--- config.mk ---
export PLATFORM = sky130hd
export DESIGN_NAME = column_projection_segmenter_core
export DESIGN_NICKNAME = d
export VERILOG_FILES = /design/src/cps_pkg.sv /design/src/column_projection_segmenter_core.sv /design/src/cps_front.sv /design/src/cps_rec_queue.sv /design/src/cps_back.sv /design/src/cps_out_queue.sv
export SDC_FILE = /design/constraint.sdc
export NUM_CORES = 1
export LEC_CHECK = 0
export ABC_AREA = 1
export BUFFER_PORTS_ARGS = -buffer_cell sky130_fd_sc_hd__buf_2
export CAP_MARGIN = 20
export CELL_PAD_IN_SITES_DETAIL_PLACEMENT = 2
export CELL_PAD_IN_SITES_GLOBAL_PLACEMENT = 2
export CORE_ASPECT_RATIO = 2
export CORE_MARGIN = 3
export CORE_UTILIZATION = 38
export DETAILED_ROUTE_END_ITERATION = 10
export HOLD_SLACK_MARGIN = 0.03
export PLACE_DENSITY_LB_ADDON = 0.1
export SYNTH_ARGS = -nofsm -noshare
export SYNTH_HDL_FRONTEND = slang
export SYNTH_SLANG_ARGS = --single-unit
--- constraint.sdc ---
create_clock -name clk -period 5.5 [get_ports clk]
set_clock_uncertainty 0.05 [all_clocks]
set_input_delay 0.55 -clock clk [delete_from_list [all_inputs] [get_ports clk]]
set_output_delay 0.55 -clock clk [all_outputs]
set_load 0.005 [all_outputs]
--- src/cps_pkg.sv ---
// Column projection segmenter: shared constants, payload types and the
// per-column decision function. No dependencies.
package cps_pkg;

  localparam int MAX_ROWS   = 1024;
  localparam int MAX_COLS   = 4096;
  localparam int ROW_W      = $clog2(MAX_ROWS);
  localparam int CNT_W      = $clog2(MAX_ROWS + 1);
  localparam int COL_W      = $clog2(MAX_COLS);
  localparam int PIX_W      = 8;
  localparam int SPAN_W     = 10;
  localparam int CFG_IDX_W  = 2;
  localparam int CFG_DATA_W = 11;

  localparam logic [CFG_IDX_W-1:0] REG_DARK_LEVEL     = 2'd0;
  localparam logic [CFG_IDX_W-1:0] REG_SEG_THRESHOLD  = 2'd1;
  localparam logic [CFG_IDX_W-1:0] REG_SPAN_THRESHOLD = 2'd2;

  localparam logic [PIX_W-1:0]  DARK_LEVEL_RST     = 8'd100;
  localparam logic [CNT_W-1:0]  SEG_THRESHOLD_RST  = 11'd10;
  localparam logic [SPAN_W-1:0] SPAN_THRESHOLD_RST = 10'd50;

  localparam int REC_DEPTH = 4;
  localparam int REC_PTR_W = $clog2(REC_DEPTH);
  localparam int OUT_DEPTH = 4;
  localparam int OUT_PTR_W = $clog2(OUT_DEPTH);

  typedef struct packed {
    logic [PIX_W-1:0] pixel;
    logic             end_of_column;
    logic             end_of_image;
  } cps_in_t;

  typedef struct packed {
    logic [COL_W-1:0] column_index;
    logic [CNT_W-1:0] column_value;
    logic             blank_column;
    logic             last_of_run;
  } cps_out_t;

  // Finished column, handed from the pixel front end to the decision logic
  typedef struct packed {
    logic [CNT_W-1:0] count;
    logic             safe;
    logic             eoi;
  } rec_t;

  typedef struct packed {
    logic [CNT_W-1:0] value;
    logic             blank;
  } verdict_t;

  function automatic verdict_t judge(input logic [COL_W-1:0] idx,
                                     input logic [CNT_W-1:0] cnt,
                                     input logic             safe,
                                     input logic [CNT_W-1:0] nxt,
                                     input logic [CNT_W-1:0] hist0,
                                     input logic [CNT_W-1:0] hist1,
                                     input logic [CNT_W-1:0] t);
    verdict_t         r;
    logic [CNT_W-1:0] v;
    v       = cnt;
    r.blank = 1'b0;
    // gap fill between strong neighbors
    if (idx != '0 && hist0 >= t && nxt >= t && v < t) v = t;
    if (idx > COL_W'(2) && hist1 > t) v = t;
    if (v < t) begin
      if (safe) begin
        v = t;
      end else begin
        v       = '0;
        r.blank = 1'b1;
      end
    end
    r.value = v;
    return r;
  endfunction

endpackage

--- src/column_projection_segmenter_core.sv ---
// Column projection segmenter top level: config registers, front end,
// record queue, decision logic, result queue. Depends on cps_pkg and submodules.
//
//  channel   direction  request when            payload
//  ------------------------------------------------------------------
//  input     in         push & !full            in_item  (cps_in_t)
//  result    out        pop & !empty            result   (cps_out_t)
//  config    in         cfg_valid & cfg_ready   cfg_index, cfg_data
//
// One pixel per cycle unless full; per-pixel work: compare, counter update.
// A column end yields at most one verdict; an image end with a column
// pending yields two, pending column first, maybe with a stall between.
// full follows the 4-entry record queue; the decision logic stalls when the
// 4-entry result queue is full. cfg_ready is always high.
// rst clears all control state; config returns to reset values.
module column_projection_segmenter_core
  import cps_pkg::*;
(
  input  logic                  clk,
  input  logic                  rst,
  input  logic                  push,
  output logic                  full,
  input  cps_in_t               in_item,
  output logic                  empty,
  input  logic                  pop,
  output cps_out_t              result,
  input  logic                  cfg_valid,
  output logic                  cfg_ready,
  input  logic [CFG_IDX_W-1:0]  cfg_index,
  input  logic [CFG_DATA_W-1:0] cfg_data
);

  logic [PIX_W-1:0]  dark_level;
  logic [CNT_W-1:0]  seg_threshold;
  logic [SPAN_W-1:0] span_threshold;

  logic     accept;
  logic     rec_push, rec_pop, rec_valid;
  rec_t     rec_wr, rec_rd;
  logic     out_push, out_full;
  cps_out_t out_item;

  assign cfg_ready = 1'b1;
  assign accept    = push & ~full;

  always_ff @(posedge clk) begin
    if (rst) begin
      dark_level     <= DARK_LEVEL_RST;
      seg_threshold  <= SEG_THRESHOLD_RST;
      span_threshold <= SPAN_THRESHOLD_RST;
    end else if (cfg_valid && cfg_ready) begin
      case (cfg_index)
        REG_DARK_LEVEL:     dark_level     <= cfg_data[PIX_W-1:0];
        REG_SEG_THRESHOLD:  seg_threshold  <= cfg_data[CNT_W-1:0];
        REG_SPAN_THRESHOLD: span_threshold <= cfg_data[SPAN_W-1:0];
        default: ;
      endcase
    end
  end

  cps_front u_front (
    .clk            (clk),
    .rst            (rst),
    .dark_level     (dark_level),
    .span_threshold (span_threshold),
    .pix_valid      (accept),
    .pix            (in_item),
    .rec_push       (rec_push),
    .rec            (rec_wr)
  );

  cps_rec_queue u_rec_queue (
    .clk      (clk),
    .rst      (rst),
    .push     (rec_push),
    .wr_rec   (rec_wr),
    .full     (full),
    .pop      (rec_pop),
    .rd_valid (rec_valid),
    .rd_rec   (rec_rd)
  );

  cps_back u_back (
    .clk           (clk),
    .rst           (rst),
    .seg_threshold (seg_threshold),
    .rec_valid     (rec_valid),
    .rec           (rec_rd),
    .rec_pop       (rec_pop),
    .out_full      (out_full),
    .out_push      (out_push),
    .out_item      (out_item)
  );

  cps_out_queue u_out_queue (
    .clk     (clk),
    .rst     (rst),
    .push    (out_push),
    .wr_item (out_item),
    .full    (out_full),
    .pop     (pop),
    .empty   (empty),
    .rd_item (result)
  );

endmodule

--- src/cps_front.sv ---
// Pixel front end: per-column ink count and ink row span, emits one column
// record per finished column. Depends on cps_pkg.
module cps_front
  import cps_pkg::*;
(
  input  logic              clk,
  input  logic              rst,
  input  logic [PIX_W-1:0]  dark_level,
  input  logic [SPAN_W-1:0] span_threshold,
  input  logic              pix_valid,
  input  cps_in_t           pix,
  output logic              rec_push,
  output rec_t              rec
);

  logic [ROW_W-1:0] row_counter, row_counter_next;
  logic [CNT_W-1:0] running_count, running_count_next;
  logic [ROW_W-1:0] first_dark_row, first_dark_row_next;
  logic [ROW_W-1:0] last_dark_row, last_dark_row_next;

  logic             dark;
  logic             col_end;
  logic [CNT_W-1:0] cnt_upd;
  logic [ROW_W-1:0] first_upd, last_upd;

  always_comb begin
    dark      = pix.pixel < dark_level;
    col_end   = pix.end_of_column | pix.end_of_image;
    cnt_upd   = running_count;
    first_upd = first_dark_row;
    last_upd  = last_dark_row;
    if (dark) begin
      if (running_count == '0) first_upd = row_counter;
      last_upd = row_counter;
      if (running_count < CNT_W'(MAX_ROWS)) cnt_upd = running_count + CNT_W'(1);
    end

    rec_push  = pix_valid & col_end;
    rec.count = cnt_upd;
    rec.safe  = (cnt_upd != '0) &&
                (SPAN_W'(last_upd - first_upd) > span_threshold);
    rec.eoi   = pix.end_of_image;

    row_counter_next    = row_counter;
    running_count_next  = running_count;
    first_dark_row_next = first_dark_row;
    last_dark_row_next  = last_dark_row;
    if (pix_valid) begin
      if (col_end) begin
        row_counter_next    = '0;
        running_count_next  = '0;
        first_dark_row_next = '0;
        last_dark_row_next  = '0;
      end else begin
        if (row_counter < ROW_W'(MAX_ROWS - 1)) row_counter_next = row_counter + ROW_W'(1);
        running_count_next  = cnt_upd;
        first_dark_row_next = first_upd;
        last_dark_row_next  = last_upd;
      end
    end
  end

  always_ff @(posedge clk) begin
    if (rst) begin
      row_counter    <= '0;
      running_count  <= '0;
      first_dark_row <= '0;
      last_dark_row  <= '0;
    end else begin
      row_counter    <= row_counter_next;
      running_count  <= running_count_next;
      first_dark_row <= first_dark_row_next;
      last_dark_row  <= last_dark_row_next;
    end
  end

endmodule

--- src/cps_rec_queue.sv ---
// Short queue of finished column records between front end and decision logic.
// Depends on cps_pkg.
module cps_rec_queue
  import cps_pkg::*;
(
  input  logic clk,
  input  logic rst,
  input  logic push,
  input  rec_t wr_rec,
  output logic full,
  input  logic pop,
  output logic rd_valid,
  output rec_t rd_rec
);

  rec_t               mem [REC_DEPTH];
  logic [REC_PTR_W-1:0] wr_ptr, rd_ptr;
  logic [REC_PTR_W:0]   count;

  logic do_push, do_pop;

  assign full     = count == (REC_PTR_W + 1)'(REC_DEPTH);
  assign rd_valid = count != '0;
  assign rd_rec   = mem[rd_ptr];
  assign do_push  = push & ~full;
  assign do_pop   = pop & rd_valid;

  always_ff @(posedge clk) begin
    if (do_push) mem[wr_ptr] <= wr_rec;
  end

  always_ff @(posedge clk) begin
    if (rst) begin
      wr_ptr <= '0;
      rd_ptr <= '0;
      count  <= '0;
    end else begin
      if (do_push) wr_ptr <= wr_ptr + REC_PTR_W'(1);
      if (do_pop) rd_ptr <= rd_ptr + REC_PTR_W'(1);
      case ({do_push, do_pop})
        2'b10:   count <= count + (REC_PTR_W + 1)'(1);
        2'b01:   count <= count - (REC_PTR_W + 1)'(1);
        default: count <= count;
      endcase
    end
  end

endmodule

--- src/cps_back.sv ---
// Decision logic: one column late verdicts with look-back history, two
// verdicts at end of image with a column pending. Depends on cps_pkg.
module cps_back
  import cps_pkg::*;
(
  input  logic             clk,
  input  logic             rst,
  input  logic [CNT_W-1:0] seg_threshold,
  input  logic             rec_valid,
  input  rec_t             rec,
  output logic             rec_pop,
  input  logic             out_full,
  output logic             out_push,
  output cps_out_t         out_item
);

  logic [COL_W-1:0] column_counter, column_counter_next;
  logic [CNT_W-1:0] pending_count, pending_count_next;
  logic             pending_safe, pending_safe_next;
  logic             pending_valid, pending_valid_next;
  logic [CNT_W-1:0] hist0, hist0_next;
  logic [CNT_W-1:0] hist1, hist1_next;

  logic             go;
  logic [COL_W-1:0] pidx;
  verdict_t         vp, ve;

  always_comb begin
    go   = rec_valid & ~out_full;
    pidx = column_counter - COL_W'(1);
    vp   = judge(pidx, pending_count, pending_safe, rec.count, hist0, hist1, seg_threshold);
    ve   = judge(column_counter, rec.count, rec.safe, '0, hist0, hist1, seg_threshold);

    rec_pop             = 1'b0;
    out_push            = 1'b0;
    out_item            = '{column_index: pidx, column_value: vp.value,
                            blank_column: vp.blank, last_of_run: ~rec.eoi};
    column_counter_next = column_counter;
    pending_count_next  = pending_count;
    pending_safe_next   = pending_safe;
    pending_valid_next  = pending_valid;
    hist0_next          = hist0;
    hist1_next          = hist1;

    if (go) begin
      if (pending_valid) begin
        out_push   = 1'b1;
        hist1_next = hist0;
        hist0_next = vp.value;
        if (rec.eoi) begin
          // record stays; final column is judged when go is next high
          pending_valid_next = 1'b0;
        end else begin
          rec_pop             = 1'b1;
          pending_count_next  = rec.count;
          pending_safe_next   = rec.safe;
          column_counter_next = column_counter + COL_W'(1);
        end
      end else if (rec.eoi) begin
        out_push            = 1'b1;
        rec_pop             = 1'b1;
        out_item            = '{column_index: column_counter, column_value: ve.value,
                                blank_column: ve.blank, last_of_run: 1'b1};
        column_counter_next = '0;
        pending_count_next  = '0;
        pending_safe_next   = 1'b0;
        hist0_next          = '0;
        hist1_next          = '0;
      end else begin
        rec_pop             = 1'b1;
        pending_count_next  = rec.count;
        pending_safe_next   = rec.safe;
        pending_valid_next  = 1'b1;
        column_counter_next = column_counter + COL_W'(1);
      end
    end
  end

  always_ff @(posedge clk) begin
    if (rst) begin
      column_counter <= '0;
      pending_count  <= '0;
      pending_safe   <= 1'b0;
      pending_valid  <= 1'b0;
      hist0          <= '0;
      hist1          <= '0;
    end else begin
      column_counter <= column_counter_next;
      pending_count  <= pending_count_next;
      pending_safe   <= pending_safe_next;
      pending_valid  <= pending_valid_next;
      hist0          <= hist0_next;
      hist1          <= hist1_next;
    end
  end

endmodule

--- src/cps_out_queue.sv ---
// Result queue feeding the output ports; head entry is shown while not empty.
// Depends on cps_pkg.
module cps_out_queue
  import cps_pkg::*;
(
  input  logic     clk,
  input  logic     rst,
  input  logic     push,
  input  cps_out_t wr_item,
  output logic     full,
  input  logic     pop,
  output logic     empty,
  output cps_out_t rd_item
);

  cps_out_t             mem [OUT_DEPTH];
  logic [OUT_PTR_W-1:0] wr_ptr, rd_ptr;
  logic [OUT_PTR_W:0]   count;

  logic do_push, do_pop;

  assign full    = count == (OUT_PTR_W + 1)'(OUT_DEPTH);
  assign empty   = count == '0;
  assign rd_item = mem[rd_ptr];
  assign do_push = push & ~full;
  assign do_pop  = pop & ~empty;

  always_ff @(posedge clk) begin
    if (do_push) mem[wr_ptr] <= wr_item;
  end

  always_ff @(posedge clk) begin
    if (rst) begin
      wr_ptr <= '0;
      rd_ptr <= '0;
      count  <= '0;
    end else begin
      if (do_push) wr_ptr <= wr_ptr + OUT_PTR_W'(1);
      if (do_pop) rd_ptr <= rd_ptr + OUT_PTR_W'(1);
      case ({do_push, do_pop})
        2'b10:   count <= count + (OUT_PTR_W + 1)'(1);
        2'b01:   count <= count - (OUT_PTR_W + 1)'(1);
        default: count <= count;
      endcase
    end
  end

endmodule

* Word level (Yosys, flattened, before mapping)
Memory sizes are Yosys's and may differ from the RTL's. A register that Yosys moved wholly into a read port is not among the register bits.
Index checks and enable logic that the tools add are counted.
** Operators by class
- Add/subtract/negate cells :: 13
- Multipliers :: 0
- Divide/modulo/power cells :: 0
- Order comparisons :: 14
- Eq/ne operators :: 9
- Shifts and indexed selects :: 0
- Multiplexer cells :: 53
- Bitwise operators :: 12
- Reductions and logical operators :: 26
** Operators with widths (number)
- $mux W11 :: 17
- $mux W25 :: 3
- $mux W10 :: 7
- $lt A11 B11 Y1 :: 4
- $mux W12 :: 3
- $gt A12 B2 Y1 const B :: 2
- $reduce_bool A12 Y1 :: 2
- $ge A11 B11 Y1 :: 2
- $mux W1 :: 17
- $add A12 B1 Y12 const B :: 1
- $pmux W3 S2 :: 2
- $reduce_and A2 Y1 :: 6
- $sub A12 B1 Y12 const B :: 1
- $add A11 B1 Y11 const B :: 1
- $ge A1 B11 Y1 const A :: 1
- $gt A11 B11 Y1 :: 1
- $logic_not A11 Y1 :: 1
- $lt A11 B11 Y1 const B :: 1
- $reduce_bool A11 Y1 :: 1
- $add A10 B1 Y10 const B :: 1
- $gt A10 B10 Y1 :: 1
- $lt A10 B10 Y1 const B :: 1
- $sub A10 B10 Y10 :: 1
- $logic_and A1 B1 Y1 :: 9
- 16 further kinds :: 41
** Word-level totals
- Flip-flop bits (word level) :: 131
- Bits in latches :: 0
- Bits in writable memories :: 152
- Memory bits (read-only) :: 0
- Input bits :: 28
- Output and inout bits :: 28
- Logic and storage cells :: 148
- Memories kept :: 2
** Memory list
- u_out_queue.mem :: words 4, width 25, rd ports 1, clocked after memory_dff 1, write ports 1, RTL line cps_out_queue.sv:16 : cps_out_t mem [OUT_DEPTH];
- u_rec_queue.mem :: words 4, width 13, rd ports 1, clocked after memory_dff 1, write ports 1, RTL line cps_rec_queue.sv:16 : rec_t mem [REC_DEPTH];

* Depth between registers and ports, before layout
Gate-level depths: netlist (run 1).
- Word-level depth :: 12
- Depth in mapped cells :: 33
- Depth with buffers taken out :: 29

* By module
Synthesis (run 1) repeated with hierarchy kept, for this count alone.
** Unflattened totals
- Cells, all modules :: 1933
- Area total of the unflattened synthesis :: 15812.7 um^2
** Modules (own cells, without submodules)
- cps_back :: instances 1, cells each 734, area each 4545.6 um^2, sequential area each 940.9 um^2
- cps_out_queue :: instances 1, cells each 312, area each 4186.5 um^2, sequential area each 3183.1 um^2
- cps_front :: instances 1, cells each 514, area each 3359.5 um^2, sequential area each 820.8 um^2
- cps_rec_queue :: instances 1, cells each 195, area each 2456.1 um^2, sequential area each 1741.7 um^2
- column_projection_segmenter_core :: instances 1, cells each 178, area each 1265.0 um^2, sequential area each 580.6 um^2

* Least setup slack after synthesis (run 1)
Ideal clock, no wire load.
- Path type :: input -> register
- Start :: input port in_item[7] in the netlist's numbering
- End :: memory u_rec_queue.mem[0][1] in the netlist's numbering, data pin
- Library setup time :: 276 ps
- Data arrival time :: 4029 ps
- Data required time :: 5174 ps
- Slack :: 1144 ps
- Stages on the path :: 24
- Buffers on the path :: 2
- Cells stage by stage :: ha_1 a21oi_1 nor2_1 a211oi_1 nand2_1 buf_2 inv_1 nand2_1 clkbuf_1 a21oi_1 ha_1 a21oi_1 o21ai_0 a21oi_1 nor2_1 o21ai_0 nand2_1 a21o_1 a21oi_1 xnor2_1 ha_1 nand2_1 o41ai_1 a21oi_1
** RTL lines
- from (decl) :: RTL line column_projection_segmenter_core.sv:23 : input cps_in_t in_item,
- to (decl) :: RTL line cps_rec_queue.sv:16

==> run metrics, run 1 <==
status=finished, final reports clean; Net Count, Synth=1,932; Starting Density=38.57%; fin crit share=between 80% and 90%; largest net degree at the start of global routing=74; vias after detailed routing=around 13,000; hold path endpoint=u_rec_queue.mem[2][0]; Leak=slightly below 0.007 uW; GP Congestion=approximately 0.84; routed wire length per instance=approximately 22 um; CP startpoint kind=flop; detailed-placement wirelength estimate=roughly 40,000 um; uppermost layer routed=met5; Cell Pwr Density=687.7 nW/um^2; DR vias/cell=between 5 and 6; Worst-Margin Slew=around 1.0 ns; clock slew at reported path FFs=around 0.070 ns; max_cap viols=0; Core Region=between 30,000 and 40,000 um^2; ant diodes=0; Die W=approximately 150 um; Hold Buf Count CTS=0; post-CTS sizing=0; syn_area_per_cell=8.347 um^2; first-pass GRT wire length=between 80,000 and 90,000 um; Max Fclk=0.2067 GHz; Mapped Area=approximately 15,000 um^2; most common cell after layout, fill and taps aside=nand2_1; R2R depth=23; headroom to the max-slew limit=between 30% and 40%; Synth Instances=between 1,500 and 2,000; H-tree depth reported by CTS=1; die area=roughly 42,000 um^2; die span in y=~290 um; overall routing resource usage=24.53%; post-synthesis sequential area ratio=48.56%; CTS tree=built; Post-CTS Setup Bufs=0; predominant post-synthesis flop cell=edfxtp_1; footprint of the multi-input gates=just under 7000 um^2; wl on met1=16,550 um; Arr. time, crit path=5.10 ns; initial antenna violation count=1; Nets=roughly 2,000; setup violators final=0; fin crit period=between 4 and 5 ns; RR Endpoint=u_out_queue.mem[1][6]; Fillers=between 4,000 and 5,000; Async SR Flop Fraction=0%; Fin. Hold Viols=0; share of post-route cells with drive strength above 1=9.280%; # DRC=0; FF+latch area=around 7300 um^2; WHS=just over 0.2 ns; flop2flop setup slack=~0.66 ns; synth unique cells=45; initial drt markers=386; Antenna Nets Post-Route=0; FP Rows=102; RSZ-0062 raised after global routing=no; I/O pins=56; vias in the first global route=around 15,000; clk sink count=between 200 and 300; CTS max path bufs=3; Total Wirelength=about 52,000 um; Yosys reg bits=287; critical path data required time=5.76 ns; CP Capture Type=flop; setup TNS=0 ns; Worst Hold Launch=in_item[0]; total CTS buffers=27; hold depth=1; Post-synth EDFFs=~150; met2 wire length=31,330 um; Max VDD drop=around 0.00042 V; Congestion Overflow GR=0; port bufs=54; root buf cell=clkbuf_16; area added between synthesis and finish=12.99%; crit-path max FO=26; worst-skew pair later-pin latency=between 0.5 and 0.6 ns; metal3 WL=about 920 um; fin. max-slew vios=0; Yosys warnings=0; critical path class=flop to flop; most frequent cells in the layout=nand2_1 (397), inv_1 (178), nor2_1 (166), a21oi_1 (159), o21ai_0 (157); drt first pass iters=4; HP Class=primary input to flop
-- Yosys cell counts (4+ instances only) --
| cell | count | area [um^2] |
|---|---|---|
| nand2_1 | 397 | 1490 |
| inv_1 | 178 | 668.1 |
| nor2_1 | 172 | 645.6 |
| a21oi_1 | 159 | 795.8 |
| o21ai_0 | 157 | 785.8 |
| edfxtp_1 | 152 | 4564 |
| dfxtp_1 | 135 | 2703 |
| ha_1 | 108 | 1351 |
| nand3_1 | 76 | 380.4 |
| clkbuf_1 | 55 | 206.5 |
| o22ai_1 | 36 | 225.2 |
| nand4_1 | 23 | 143.9 |
| nor3_1 | 21 | 105.1 |
| buf_2 | 12 | 60.06 |
| o21ai_1 | 12 | 60.06 |
| xor2_1 | 12 | 105.1 |
| o211ai_1 | 9 | 67.56 |
| or2_2 | 9 | 56.30 |
| nand2_2 | 7 | 43.79 |
| o21a_1 | 7 | 52.55 |
| xnor2_1 | 7 | 61.31 |
| a211oi_1 | 5 | 37.54 |
| a21o_1 | 4 | 30.03 |
-- per-layer routing --
metal / vias up / track usage (%)
met5: - / 0
met1: 6423 / 21.24
met2: 152 / 53.14
met4: 2 / 12.62
met3: 111 / 1.959
li1: 6174 / -
-- kinds of logic (layout without fill, tap and decap cells) --
logic type                 after synthesis  in the layout  synth area share (%)
and+or+nand+nor                        713            713                 19.53
xor gates and xnor gates                19             19                 1.112
buffers and inverters                  256            338                 6.672
other                                    1              1               0.02506
DFF                                    287            287                 48.56
AOI/OAI and AO/OA                      406            406                 14.67
adders and majority gates              111            111                 9.431
-- layout make-up --
| class | instances | share of cell area, % |
|---|---|---|
| sequential | 287 | 42.97 |
| multi-input combinational | 1250 | 39.83 |
| clock buffer | 39 | 4.506 |
| inverter | 183 | 4.062 |
| timing repair buffer | 106 | 4.025 |
| tap | 520 | 3.848 |
| clock inverter | 10 | 0.7547 |
-- worst max path at each step --
stage	endpoint	slack (ns)	cells after the start
after detailed placement	u_rec_queue.mem[1][1]	0.45	26
after global routing	u_out_queue.mem[2][1]	0.17	25
after global placement	u_rec_queue.mem[0][1]	0.65	26
final	u_out_queue.mem[1][6]	0.66	23
after floorplan	u_rec_queue.mem[0][1]	1.14	24
after CTS	u_out_queue.mem[0][6]	0.63	23
-- worst max-delay path, stage by stage (launching register included) --
cell and delay (ns):
dfxtp_1 0.34, clkinv_1 0.06, buf_4 0.21, o21ai_0 0.21, o22ai_1 0.10, buf_4 0.16
ha_1 0.28, a21o_1 0.18, nor2_1 0.14, nand3_1 0.10, nor2_1 0.11, nand2_1 0.06
nand2_1 0.11, inv_1 0.18, buf_4 0.22, o21ai_0 0.54, ha_1 0.38, nand4_1 0.13
o221a_2 0.21, nand2_1 0.23, nand2_1 0.18, nand3_1 0.17, nand2_1 0.14, inv_1 0.08
-- power by group --
part           internal, uW  switching (uW)  total (uW)
logic                  1790            4410        6200
clock network          1100             841        1940
registers              3290             198        3490
total                  6180            5450       11600
-- through the flow --
step                      instance area [um^2]  total power, uW  setup slack [ns]  util [%]  instances
after floorplan                          14970             7306             1.144         -       1793
after global placement                   15990             9286            0.6497     41.22       2345
after detailed placement                 15990             9738            0.4547     41.22       2345
after CTS                                16880            11760            0.6343     43.51       2394
after global routing                     16910            12530            0.1657     43.59       2395
final                                    16910            11630            0.6621     43.59       2395
-- state kept, by name (all words and copies together), names as in the netlist, 11 cells and up, named ones only --
register and cells:
u_rec_queue.mem 52, u_out_queue.mem 100, u_back.hist1 11, u_back.pending_count 11, seg_threshold 11, u_back.hist0 11, u_back.column_counter 12, u_front.running_count 11
(Power assumes the default switching activity.)
==> inputs of run 2 (changes only) <==
Settings changed: SYNTH_HIERARCHICAL from default to 1.
==> run metrics, run 2 <==
routed wire length per instance=21.26 um (was 21.62 um); share of post-route cells with drive strength above 1=11.69% (was 9.280%); area leader, netlist=edfxtp_1 (unchanged); Synth Instances=1,933 (was 1,793); clk sink count=287 (unchanged); Hold Buf Count CTS=0 (unchanged); synth top area cells=edfxtp_1 (29%), dfxtp_1 (17%), nand2_1 (10%) (was edfxtp_1 (30%), dfxtp_1 (18%), nand2_1 (10%)); RSZ-0062 raised after global routing=no (unchanged); Finished Layout Cells=2,554 (was 2,395); RR Endpoint=u_out_queue/mem[2][7] (was u_out_queue.mem[1][6]); critical path class=flop to flop (unchanged); HP Class=primary input to flop (unchanged); Core Region=41,120 um^2 (was 38,800 um^2); overall routing resource usage=24.63% (was 24.53%); post-synthesis sequential area ratio=45.96% (was 48.56%); max reg flops=100 (unchanged); CP Capture Type=flop (unchanged); fin crit share=91.32% (was 87.96%); die area=44,240 um^2 (was 41,940 um^2); critical path data required time=5.85 ns (was 5.76 ns); Worst Hold Launch=cfg_data[10] (was in_item[0]); GP Congestion=0.8388 (was 0.8380); syn_area_per_cell=8.180 um^2 (was 8.347 um^2); hold path endpoint=seg_threshold[10] (was u_rec_queue.mem[2][0]); Die W=150.2 um (was 146.3 um); largest registers=u_out_queue/mem x100, u_rec_queue/mem x52, u_back/column_counter x12 (was u_out_queue.mem x100, u_rec_queue.mem x52, u_back.column_counter x12); Arr. time, crit path=5.37 ns (was 5.10 ns); Mapped Area=15,810 um^2 (was 14,970 um^2); headroom to the max-slew limit=31.26% (was 31.75%); fin. max-slew vios=0 (unchanged); CTS max path bufs=3 (unchanged); root buf cell=clkbuf_16 (unchanged); crit path max-delay cell type=o22ai_1 (was o21ai_0); die span in y=294.5 um (was 286.7 um); dpl cells=2,501 (was 2,345); Synth top area share=28.87% (was 30.50%); most frequent cells after synthesis=nand2_1 (439), nor2_1 (218), inv_1 (197), edfxtp_1 (152), dfxtp_1 (135) (was nand2_1 (397), inv_1 (178), nor2_1 (172), a21oi_1 (159), o21ai_0 (157)); most frequent cells in the layout=nand2_1 (438), nor2_1 (213), inv_1 (197), edfxtp_1 (152), dfxtp_1 (133) (was nand2_1 (397), inv_1 (178), nor2_1 (166), a21oi_1 (159), o21ai_0 (157)); worst-skew pair later-pin latency=0.57 ns (was 0.56 ns); clock slew at reported path FFs=0.07 ns (about the same); vias in the first global route=15,560 (was 14,630); Nets=2,135 (was 1,994); Net Count, Synth=2,072 (was 1,932); Max VDD drop=0.0004229 V (was 0.0004203 V); Antenna Nets Post-Route=0 (unchanged); Congestion Overflow GR=0 (unchanged); Max Fclk=0.1991 GHz (was 0.2067 GHz); largest net degree at the start of global routing=52 (was 74); Worst-Margin Slew=1.020 ns (was 1.022 ns); delay-heaviest family, CP=simple AND/OR/NAND/NOR gates (unchanged); setup violators final=0 (unchanged); setup TNS=0 ns (unchanged); DR vias/cell=5.380 (was 5.370); Fillers=4,692 (was 4,507); Yosys warnings=6 (was 0); predominant post-synthesis flop cell=edfxtp_1 (unchanged); Top reg by flops=u_out_queue/mem (was u_out_queue.mem); R2R depth=23 (unchanged); slowest stage delay, CP=0.48 ns (was 0.54 ns); flop2flop setup slack=0.48 ns (was 0.66 ns); most common cell after layout, fill and taps aside=nand2_1 (unchanged); fin crit period=5.023 ns (was 4.838 ns); Async SR Flop Fraction=0% (unchanged); CP startpoint kind=flop (unchanged); area added between synthesis and finish=12.19% (was 12.99%); Leak=0.007411 uW (was 0.006820 uW); max_cap viols=0 (unchanged); Total Wirelength=54,300 um (was 51,770 um); port bufs=54 (unchanged); initial drt markers=422 (was 386); status=finished, final reports clean (unchanged); top-count cell post-synth=nand2_1 (unchanged); H-tree depth reported by CTS=1 (unchanged); total CTS buffers=28 (was 27); Post-synth EDFFs=152 (unchanged); crit-path max FO=19 (was 26); # DRC=0 (unchanged); Cell Pwr Density=677.3 nW/um^2 (was 687.7 nW/um^2); FP Rows=105 (was 102); crit-path cells=inv_2 -> o21ai_0 -> o22ai_1 -> ha_1 -> nand4_1 -> nor2_1 -> nand2_1 -> nand3_1 -> nor2_1 -> nor2_1 -> nand2_1 -> nand2_1 -> o21ai_0 -> inv_1 -> ha_1 -> nand2_1 -> nor2_1 -> a211oi_1 -> o221a_2 -> nand2_2 -> nand2_1 -> nand3_1 -> nand2_1 (was clkinv_1 -> buf_4 -> o21ai_0 -> o22ai_1 -> buf_4 -> ha_1 -> a21o_1 -> nor2_1 -> nand3_1 -> nor2_1 -> nand2_1 -> nand2_1 -> inv_1 -> buf_4 -> o21ai_0 -> ha_1 -> nand4_1 -> o221a_2 -> nand2_1 -> nand2_1 -> nand3_1 -> nand2_1 -> inv_1); drt first pass iters=4 (unchanged); I/O pins=56 (unchanged); synth unique cells=56 (was 45); detailed-placement wirelength estimate=41,840 um (was 40,040 um); CP Buf/Inv Count=2 (was 6); CTS tree=built (unchanged); Yosys reg bits=287 (unchanged); hold depth=3 (was 1); vias after detailed routing=13,740 (was 12,860); first-pass GRT wire length=85,080 um (was 80,720 um); CP dominant cell by count=nand2_1 (unchanged); Fin. Hold Viols=0 (unchanged); initial antenna violation count=1 (unchanged); Starting Density=38.45% (was 38.57%)
run 2: cell families (layout without fill, tap and decap cells):
kind of cell	count (synthesis)	count (layout)	share of synthesized area [%]
AND/OR/NAND/NOR	879	879	24.06
AO/OA/AOI/OAI	358	358	12.41
flip-flops	287	287	45.96
buffers and inverters	282	367	7.794
adder cells (fa/ha/maj)	111	111	8.926
XOR/XNOR	15	15	0.8309
other	1	2	0.02372
run 2: how the worst max path moves through the flow:
| stage | endpoint | slack, ns | depth (start not counted) |
|---|---|---|---|
| 6_report | u_out_queue/mem[2][7] | 0.48 | 23 |
| 3_5_place_dp | u_out_queue/mem[3][1] | 0.13 | 23 |
| 3_3_place_gp | u_out_queue/mem[3][1] | 0.34 | 23 |
| 4_1_cts | u_out_queue/mem[2][1] | 0.13 | 21 |
| 2_1_floorplan | u_out_queue/mem[0][10] | 1.29 | 26 |
| 5_1_grt | u_out_queue/mem[2][6] | 0.05 | 23 |
run 2: through the flow:
stage | util [%] | cell area, um^2 | setup slack, ns | hold WS, ns | total power (uW)
floorplan | - | 15810 | 1.290 | 0.3789 | 7674
global placement | 40.68 | 16730 | 0.3369 | 0.3986 | 9537
detailed placement | 40.73 | 16750 | 0.1350 | 0.4028 | 9951
CTS | 43.10 | 17720 | 0.1276 | 0.1354 | 12130
global route | 43.14 | 17740 | 0.04841 | 0.1776 | 12980
finish | 43.14 | 17740 | 0.4775 | 0.1654 | 12020
run 2: worst reg2reg max path, stage by stage (launching register included):
cell and delay [ns]:
dfxtp_2 0.41, inv_2 0.23, o21ai_0 0.17, o22ai_1 0.48, ha_1 0.34, nand4_1 0.14, nor2_1 0.08, nand2_1 0.07
nand3_1 0.11, nor2_1 0.13, nor2_1 0.06, nand2_1 0.08, nand2_1 0.34, o21ai_0 0.40, inv_1 0.10, ha_1 0.30
nand2_1 0.09, nor2_1 0.05, a211oi_1 0.17, o221a_2 0.35, nand2_2 0.22, nand2_1 0.19, nand3_1 0.08, nand2_1 0.20
run 2: timing repair:
item                                    4_1_cts  5_1_grt
endpoints found under the setup margin        4       58
gates resized for setup                       1        5
buffers inserted                              0        0
pin swaps                                     0        0
run 2: final cells by class:
type	instances	area [um^2]	area share [%]
timing repair buffer	106	685.7	3.865
sequential	287	7269	40.98
clock buffer	35	758.2	4.274
multi-input combinational	1364	7346	41.41
antenna	1	2.502	0.01411
clock inverter	17	215.2	1.213
tap	535	669.4	3.773
inverter	209	794.5	4.478
run 2: per-layer routing:
metal	GRT usage, %	vias up	share of wire [%]
met5	0	-	0
met4	12.85	0	6.0
met3	2.046	122	2.0
met2	52.62	192	60
met1	21.41	6840	32
li1	-	6586	-
run 2: report_power, final:
group          total [uW]  leakage, uW  internal (uW)  switching [uW]
Clock                2070     0.000469           1180             891
Combinational        6320      0.00444           1940            4380
Sequential           3620      0.00250           3390             236
